**config.mk**
```make
export PLATFORM = sky130hd
export DESIGN_NAME = sorted_linked_list_engine
export DESIGN_NICKNAME = d
export VERILOG_FILES = /design/src/rtl/sll_pkg.sv /design/src/rtl/sll_ram.sv /design/src/rtl/sorted_linked_list_engine.sv
export SDC_FILE = /design/constraint.sdc
export NUM_CORES = 2
export LEC_CHECK = 0
export ABC_AREA = 1
export BUFFER_PORTS_ARGS = -buffer_cell sky130_fd_sc_hd__clkbuf_2
export CORE_MARGIN = 4
export CORE_UTILIZATION = 35
export CTS_BUF_LIST = sky130_fd_sc_hd__clkbuf_4
export CTS_CLUSTER_SIZE = 20
export DETAILED_ROUTE_END_ITERATION = 7
export PLACE_DENSITY = 0.56
export SLEW_MARGIN = 30
export SYNTH_ARGS = -nofsm -noshare
export SYNTH_HDL_FRONTEND = slang
export SYNTH_SLANG_ARGS = --single-unit
```
**constraint.sdc**
```tcl
create_clock -name clk -period 7.53 [get_ports clk]
set_input_delay 0.3765 -clock clk [delete_from_list [all_inputs] [get_ports clk]]
set_output_delay 0.3765 -clock clk [all_outputs]
set_load 0.02 [all_outputs]
```
**src/rtl/sll_pkg.sv**
```systemverilog
// package: sizes, codes and word types of the sorted linked list engine
package sll_pkg;

  localparam int NODE_SLOTS = 64;
  localparam int KEY_BITS   = 32;
  localparam int IDX_W      = $clog2(NODE_SLOTS);
  localparam int LINK_W     = $clog2(NODE_SLOTS + 1);

  // sentinel lives one past the last node slot
  localparam logic [LINK_W-1:0]   SENT    = LINK_W'(NODE_SLOTS);
  localparam logic [KEY_BITS-1:0] KEY_MAX = '1;

  localparam logic [1:0] OP_SORTED = 2'd0;
  localparam logic [1:0] OP_TAIL   = 2'd1;
  localparam logic [1:0] OP_REMOVE = 2'd2;
  localparam logic [1:0] OP_CLEAR  = 2'd3;

  typedef enum logic [2:0] {
    ST_IDLE,
    ST_WALK,
    ST_LINK_A,
    ST_LINK_B,
    ST_UNLINK,
    ST_HEAD,
    ST_DONE
  } state_t;

  typedef struct packed {
    logic [1:0]          operation;
    logic [5:0]          node;
    logic [KEY_BITS-1:0] key;
  } cmd_t;

  typedef struct packed {
    logic [6:0]          count;
    logic                error;
    logic                head_valid;
    logic [5:0]          head_node;
    logic [KEY_BITS-1:0] head_key;
  } result_t;

endpackage

```
**src/rtl/sll_ram.sv**
```systemverilog
// generic single write port ram with registered read
module sll_ram #(
  parameter int WIDTH = 8,
  parameter int DEPTH = 64
) (
  input  logic                     clk,
  input  logic                     we,
  input  logic [$clog2(DEPTH)-1:0] wr_addr,
  input  logic [WIDTH-1:0]         wr_data,
  input  logic [$clog2(DEPTH)-1:0] rd_addr,
  output logic [WIDTH-1:0]         rd_data
);

  logic [WIDTH-1:0] mem [DEPTH];

  always_ff @(posedge clk) begin
    if (we) begin
      mem[wr_addr] <= wr_data;
    end
    rd_data <= mem[rd_addr];
  end

endmodule

```
**src/rtl/sorted_linked_list_engine.sv**
```systemverilog
// top level: sorted doubly linked list engine over a pool of node slots
//
//   channel  | ports                  | handshake
//   ---------+------------------------+----------------------------------------
//   command  | start, busy, cmd       | word taken at an edge with start & !busy
//   result   | done, result           | word valid for exactly one cycle on done
//
// a sorted insert below KEY_MAX into a non-empty list walks from the head, comparing node keys;
// the walk reads one node per cycle from the link and key rams
// the next word can be taken in the cycle after the done cycle, when busy has dropped
// reset clears the linked flags, the count and the sentinel links at once: no
// clearing pass; node links are only read once written, keys too but for a slot tail-inserted unkeyed
// the receiver cannot stall; busy stays high from acceptance until done
module sorted_linked_list_engine (
  input  logic            clk,
  input  logic            rst,
  input  logic            start,
  output logic            busy,
  input  sll_pkg::cmd_t   cmd,
  output logic            done,
  output sll_pkg::result_t result
);

  localparam int IW = sll_pkg::IDX_W;
  localparam int LW = sll_pkg::LINK_W;
  localparam int KW = sll_pkg::KEY_BITS;

  sll_pkg::state_t state, state_next;

  // the captured command word
  logic [1:0]    op_r;
  logic [IW-1:0] node_r;
  logic [KW-1:0] key_r;
  logic          err_r;

  // walk position: insert goes between it_ptr and cur_ptr
  logic [LW-1:0] it_ptr;
  logic [LW-1:0] cur_ptr;

  // sentinel links held in flops
  logic [LW-1:0] sent_next;
  logic [LW-1:0] sent_prev;

  logic [sll_pkg::NODE_SLOTS-1:0] linked;
  logic [LW-1:0]                  count;

  // shared read address for the three rams
  logic [IW-1:0] rd_addr;
  logic [LW-1:0] next_rd;
  logic [LW-1:0] prev_rd;
  logic [KW-1:0] key_rd;

  logic          next_we, prev_we, key_we;
  logic [IW-1:0] next_wa, prev_wa;
  logic [LW-1:0] next_wd, prev_wd;

  logic accept;
  logic node_ok;
  logic cmd_err;
  logic walk_on;

  assign accept  = start && (state == sll_pkg::ST_IDLE);
  assign busy    = (state != sll_pkg::ST_IDLE);
  assign node_ok = (32'(cmd.node) < sll_pkg::NODE_SLOTS);

  // insert of a linked node or remove of an unlinked one is turned away
  always_comb begin
    cmd_err = 1'b0;
    case (cmd.operation)
      sll_pkg::OP_CLEAR:  cmd_err = 1'b0;
      sll_pkg::OP_REMOVE: cmd_err = !node_ok || !linked[cmd.node[IW-1:0]];
      default:            cmd_err = !node_ok || linked[cmd.node[IW-1:0]];
    endcase
  end

  // keep walking while the candidate key is not above the new key
  assign walk_on = (key_rd <= key_r);

  // link rams: node slots only, the sentinel sits in flops
  sll_ram #(.WIDTH(LW), .DEPTH(sll_pkg::NODE_SLOTS)) u_next_ram (
    .clk     (clk),
    .we      (next_we),
    .wr_addr (next_wa),
    .wr_data (next_wd),
    .rd_addr (rd_addr),
    .rd_data (next_rd)
  );

  sll_ram #(.WIDTH(LW), .DEPTH(sll_pkg::NODE_SLOTS)) u_prev_ram (
    .clk     (clk),
    .we      (prev_we),
    .wr_addr (prev_wa),
    .wr_data (prev_wd),
    .rd_addr (rd_addr),
    .rd_data (prev_rd)
  );

  sll_ram #(.WIDTH(KW), .DEPTH(sll_pkg::NODE_SLOTS)) u_key_ram (
    .clk     (clk),
    .we      (key_we),
    .wr_addr (node_r),
    .wr_data (key_r),
    .rd_addr (rd_addr),
    .rd_data (key_rd)
  );

  always_ff @(posedge clk) begin
    if (rst) begin
      state <= sll_pkg::ST_IDLE;
    end else begin
      state <= state_next;
    end
  end

  // next state, ram addressing and write strobes
  always_comb begin
    state_next = state;
    rd_addr    = sent_next[IW-1:0];
    next_we    = 1'b0;
    prev_we    = 1'b0;
    key_we     = 1'b0;
    next_wa    = node_r;
    prev_wa    = node_r;
    next_wd    = cur_ptr;
    prev_wd    = it_ptr;
    case (state)
      sll_pkg::ST_IDLE: begin
        if (accept) begin
          if (cmd.operation == sll_pkg::OP_REMOVE) begin
            rd_addr = cmd.node[IW-1:0];
          end
          if (cmd_err || cmd.operation == sll_pkg::OP_CLEAR) begin
            state_next = sll_pkg::ST_HEAD;
          end else if (cmd.operation == sll_pkg::OP_REMOVE) begin
            state_next = sll_pkg::ST_UNLINK;
          end else if (cmd.operation == sll_pkg::OP_SORTED && cmd.key != sll_pkg::KEY_MAX
                       && sent_next != sll_pkg::SENT) begin
            // first candidate is the head, read its key and link now
            state_next = sll_pkg::ST_WALK;
          end else begin
            state_next = sll_pkg::ST_LINK_A;
          end
        end
      end
      sll_pkg::ST_WALK: begin
        rd_addr = next_rd[IW-1:0];
        if (!walk_on || next_rd == sll_pkg::SENT) begin
          state_next = sll_pkg::ST_LINK_A;
        end
      end
      sll_pkg::ST_LINK_A: begin
        // new node points both ways
        next_we    = 1'b1;
        prev_we    = 1'b1;
        key_we     = (op_r == sll_pkg::OP_SORTED);
        state_next = sll_pkg::ST_LINK_B;
      end
      sll_pkg::ST_LINK_B: begin
        // neighbours point at the new node
        next_we    = (it_ptr != sll_pkg::SENT);
        next_wa    = it_ptr[IW-1:0];
        next_wd    = LW'(node_r);
        prev_we    = (cur_ptr != sll_pkg::SENT);
        prev_wa    = cur_ptr[IW-1:0];
        prev_wd    = LW'(node_r);
        state_next = sll_pkg::ST_HEAD;
      end
      sll_pkg::ST_UNLINK: begin
        // neighbours of the removed node point past it
        next_we    = (prev_rd != sll_pkg::SENT);
        next_wa    = prev_rd[IW-1:0];
        next_wd    = next_rd;
        prev_we    = (next_rd != sll_pkg::SENT);
        prev_wa    = next_rd[IW-1:0];
        prev_wd    = prev_rd;
        state_next = sll_pkg::ST_HEAD;
      end
      sll_pkg::ST_HEAD: begin
        // fetch the key of the head for the result word
        rd_addr    = sent_next[IW-1:0];
        state_next = sll_pkg::ST_DONE;
      end
      sll_pkg::ST_DONE: begin
        state_next = sll_pkg::ST_IDLE;
      end
      default: begin
        state_next = sll_pkg::ST_IDLE;
      end
    endcase
  end

  // list bookkeeping
  always_ff @(posedge clk) begin
    if (rst) begin
      sent_next <= sll_pkg::SENT;
      sent_prev <= sll_pkg::SENT;
      linked    <= '0;
      count     <= '0;
    end else begin
      case (state)
        sll_pkg::ST_IDLE: begin
          if (accept && cmd.operation == sll_pkg::OP_CLEAR) begin
            sent_next <= sll_pkg::SENT;
            sent_prev <= sll_pkg::SENT;
            linked    <= '0;
            count     <= '0;
          end
        end
        sll_pkg::ST_LINK_A: begin
          linked[node_r] <= 1'b1;
        end
        sll_pkg::ST_LINK_B: begin
          if (it_ptr == sll_pkg::SENT) begin
            sent_next <= LW'(node_r);
          end
          if (cur_ptr == sll_pkg::SENT) begin
            sent_prev <= LW'(node_r);
          end
          count <= count + LW'(1);
        end
        sll_pkg::ST_UNLINK: begin
          if (prev_rd == sll_pkg::SENT) begin
            sent_next <= next_rd;
          end
          if (next_rd == sll_pkg::SENT) begin
            sent_prev <= prev_rd;
          end
          linked[node_r] <= 1'b0;
          count          <= count - LW'(1);
        end
        default: begin
        end
      endcase
    end
  end

  // command capture and walk pointers
  always_ff @(posedge clk) begin
    case (state)
      sll_pkg::ST_IDLE: begin
        if (accept) begin
          op_r   <= cmd.operation;
          node_r <= cmd.node[IW-1:0];
          key_r  <= cmd.key;
          err_r  <= cmd_err;
          if (cmd.operation == sll_pkg::OP_SORTED && cmd.key != sll_pkg::KEY_MAX) begin
            it_ptr  <= sll_pkg::SENT;
            cur_ptr <= sent_next;
          end else begin
            // tail insert goes between the last node and the sentinel
            it_ptr  <= sent_prev;
            cur_ptr <= sll_pkg::SENT;
          end
        end
      end
      sll_pkg::ST_WALK: begin
        if (walk_on) begin
          it_ptr  <= cur_ptr;
          cur_ptr <= next_rd;
        end
      end
      default: begin
      end
    endcase
  end

  // result word
  assign done              = (state == sll_pkg::ST_DONE);
  assign result.count      = 7'(count);
  assign result.error      = err_r;
  assign result.head_valid = (count != '0);
  assign result.head_node  = (count != '0) ? 6'(sent_next[IW-1:0]) : 6'd0;
  assign result.head_key   = (count != '0) ? key_rd : '0;

  // an empty list is exactly a self-linked sentinel
  a_empty_link: assert property (@(posedge clk) disable iff (rst)
    (state == sll_pkg::ST_IDLE) |-> ((count == '0) == (sent_next == sll_pkg::SENT)))
    else $error("count and sentinel link disagree");

  // the walk never stands on the sentinel
  a_walk_node: assert property (@(posedge clk) disable iff (rst)
    (state == sll_pkg::ST_WALK) |-> (cur_ptr != sll_pkg::SENT))
    else $error("walk reached the sentinel");

  // a rejected word leaves the count alone
  a_err_count: assert property (@(posedge clk) disable iff (rst)
    (state == sll_pkg::ST_HEAD && err_r) |-> $stable(count))
    else $error("rejected word changed the count");

  // done falls straight after its strobe, with busy low
  a_done_pulse: assert property (@(posedge clk) disable iff (rst)
    done |=> !done && !busy)
    else $error("done strobe longer than one cycle");

endmodule

```
==> results.md <==
- Hold/Removal Path Class: in2reg
- CP Depth: 16
- Final wirelength: 417000 um
- Crit path time final: around 5.4 ns
- Seq pwr share: 36.3%
- CP arrival: between 6 and 7 ns
- Setup violations, final: 0
- Worst IR drop on VDD: approximately 0.00040 V
- Sw power: between 0.02 and 0.03 W
- Startpoint types: flip-flop
- Final setup skew: about 0.14 ns
- Combinational Power Share: approximately two fifths
- Asr flop ratio synth: 0%
- Max Fclk: between 150 and 200 MHz
- Top FF cell, synth: edfxtp_1
- Number of synthesized flops with an enable pin: between 2000 and 3000
- Die Height: 635 um
- Via count: between 90000 and 100k
- Slowest Stage Delay on Critical Path: 0.76 ns
- Syn Std Cell Area: approximately 140000 um^2
- Reg-to-reg endpoint: u_key_ram.rd_data[7]
- Net Sw Frac: between 40% and 50%
- Placement-stage cell area: ~140000 um^2
- FP Rows: about 230
- Area Growth Syn to Fin: 12.4%
- Outcome: complete, no violations
- CTS tree: yes
- Slew @ Worst Pin: 1.08 ns
- Avg Cell Area, Syn: between 10 and 15 um^2
- Initial antenna violation count: 25
- Final hold viol count: 0
- Skew-Pair Late Insertion Delay: 1.43 ns
- Largest net degree at the start of global routing: approximately 190
- DP Worst Slack: between 1.5 and 2 ns
- Initial core utilization: 35.2%
- Syn Inst Count: around 13000
- Distinct cell type count after synthesis: between 40 and 50
- Clk slew on worst S/H paths: 0.07 ns
- Crit Path Class: reg2reg
- CP startpoint: state[2]
- H-tree depth: 6
- Core area: roughly 390000 um^2
- Critical path data required time: 8.79 ns
- Worst Setup EP: u_key_ram.rd_data[7]
- Global route total overflow: 0
- Final HPWL DP: roughly 220000 um
- Slowest stage cell, crit path: nand2_8
- Leakage: 59.8 nW
- Fin Hold WS: between 0.15 and 0.2 ns
- Num CTS Buffers: approximately 800
- Post-Syn Nets: ~13000
- GRT Util Overall: between 20% and 30%
- Pwr Density: just under 400 nW/um^2
- Setup Buffers After CTS: 0
- I/O pin total: 92
- Syn. warnings: 0
- Critical path's most frequent cell: nand3_1
- Post-route ant nets: 0
- Bufs and invs on worst path: 3
- Setup slack, reg-to-reg: around 2.1 ns
- 1st-pass router iterations: 6
- Post-route cell area: about 150000 um^2
- Critical Path Sink Type: flip-flop
- Final Slew Violations: 0
- Via density: a little over 5
- Clock Path Buffers: 4
- Layout cells sized above 1: 12.5%
- Part of the power in the clock network: between 20% and 30%
- Tcrit/Tclk final: a little under three quarters
- Largest fanout on the critical path: ~160
- #FFs+latches synth: around 3100
- Resize count post-CTS: 0
- DRC violations left: 0
- Pint: roughly 0.035 W
- Final setup margin: 2.13 ns
- Final #Nets: 13100
- Vias in the first global route: slightly above 90000
- Gpl congestion: ~0.8
- DR WL/cell: between 20 and 25 um
- Setup tns final: 0 ns
- Max-Cap Viols: 0
- RSZ-0062 raised after global routing: false
- FF-to-FF Start: state[2]
- Clock Tree Root: clkbuf_4
- Die Wd: approximately 630 um
- Worst relative slew slack: between 20% and 30%
- Sequential area share after synthesis: around two thirds
- First-pass GRT wire length: approximately 610000 um
- CTS sink count: between 3000 and 4000
- Total die area: between 400000 and 500000 um^2
- Reg2reg path depth: 16
- CP Cell Sequence: nor2_8, nand2_2, nor2_4, buf_4, nand2_2, nand3_4, nand2_8, buf_4, buf_12, nand2_1, nand3_1, nand3_1, nand3_1, nand3_1, nand3_1, nand2_1
- Cell family with most CP delay: simple AND/OR/NAND/NOR gates
- DRT iter0 DRCs: between 10000 and 15000
- # hold bufs at CTS: 80
- Port bufs: 91
worst min-delay path by stage:
stage               start         end  slack [ns]  cells after the start
2_1_floorplan  linked[44]  linked[44]        0.44                      2
3_3_place_gp   linked[44]  linked[44]        0.45                      2
3_5_place_dp   linked[44]  linked[44]        0.46                      2
4_1_cts             start    state[2]       0.006                      6
5_1_grt           cmd[37]       err_r        0.15                      5
6_report            start    state[2]        0.19                      6
registers in the layout (all words and copies together) (netlist names), 32 cells and up:
register and flops:
u_next_ram.mem 448, u_key_ram.mem 2048, key_r 32, linked 64, u_key_ram.rd_data 32, u_prev_ram.mem 448
cell families after synthesis:
logic type,share of synthesized area (%)
simple gates,23.4
flops,67.5
buf+inv,7.09
compound gates,1.58
fa+ha+maj,0.352
xor+xnor,0.0191
stage by stage:
step / utilization [%] / std cells / total power (W)
after floorplan: - / 12700 / 0.0369
after global placement: 36.8 / 17400 / 0.0461
after detailed placement: 36.8 / 17400 / 0.0462
after CTS: 39.6 / 18800 / 0.0608
after global routing: 39.6 / 18800 / 0.0638
final: 39.6 / 18800 / 0.0604
worst reg2reg max path, cell delays in order (launching register included):
cell and delay [ns]:
dfxtp_4 0.74, nor2_8 0.13, nand2_2 0.15, nor2_4 0.04
buf_4 0.28, nand2_2 0.24, nand3_4 0.42, nand2_8 0.78
buf_4 0.70, buf_12 0.62, nand2_1 0.28, nand3_1 0.12
nand3_1 0.10, nand3_1 0.12, nand3_1 0.24, nand3_1 0.23
nand2_1 0.07
cell type report:
class / count / area (um^2)
fill: 37800 / 236000
sequential: 3133 / 92700
multi-input combinational: 7085 / 35600
clock buffer: 1222 / 9170
tap: 5197 / 6500
inverter: 1642 / 6200
timing repair buffer: 394 / 3430
clock inverter: 112 / 783
antenna: 15 / 37.5
layout by cell type, fill, tap and decap left out, drive strengths merged:
cell type / instances
o21bai: 10
ha: 37
inv: 1662
a21oi: 118
nand3: 2653
clkinv: 75
nor3: 40
a211oi: 4
nand4: 19
a31oi: 2
clkinvlp: 4
xor2: 1
nor4: 7
o31ai: 6
fa: 1
a31o: 5
o211ai: 103
buf: 223
edfxtp: 2999
nor2: 417
o21a: 4
and2: 1
xnor2: 2
nand3b: 969
bufinv: 13
a21boi: 1
diode: 15
dlygate4sd3: 80
or2: 2
dfxtp: 134
o21ai: 110
clkbuf: 1313
nand2: 2573
layer usage:
layer  vias to the layer above  GRT usage (%)  part of all wire (%)
met5                         -              0                 0.033
met4                        20           6.47                   2.8
met3                       663           3.08                   7.2
met2                      3820           32.6                    47
met1                     46800           27.7                    43
li1                      44600              -                     -
cells in the mapped netlist, types with 7 or more instances:
cell type | n | area (um^2)
nor4_1 | 7 | 43.8
buf_1 | 60 | 225
edfxtp_1 | 2999 | 90100
a21oi_1 | 117 | 586
buf_4 | 14 | 105
nand3_1 | 2651 | 13300
nand4_1 | 19 | 119
nand2_1 | 2569 | 9640
buf_2 | 386 | 1930
ha_1 | 37 | 463
dfxtp_1 | 134 | 2680
inv_1 | 1633 | 6130
o21ai_0 | 108 | 541
o211ai_1 | 103 | 773
nor3_1 | 39 | 195
o21bai_1 | 10 | 75.1
nand3b_1 | 969 | 7270
clkbuf_1 | 352 | 1320
nor2_1 | 414 | 1550
power by group through the flow:
| stage | clock [W] | combinational (W) | sequential, W |
|---|---|---|---|
| after floorplan | 0 | 0.0146 | 0.0224 |
| after global placement | 0 | 0.0238 | 0.0223 |
| after detailed placement | 0 | 0.0238 | 0.0223 |
| after CTS | 0.0149 | 0.0239 | 0.0220 |
| after global routing | 0.0159 | 0.0260 | 0.0219 |
| final | 0.0146 | 0.0238 | 0.0219 |
Power figures use the tool's default switching activity.
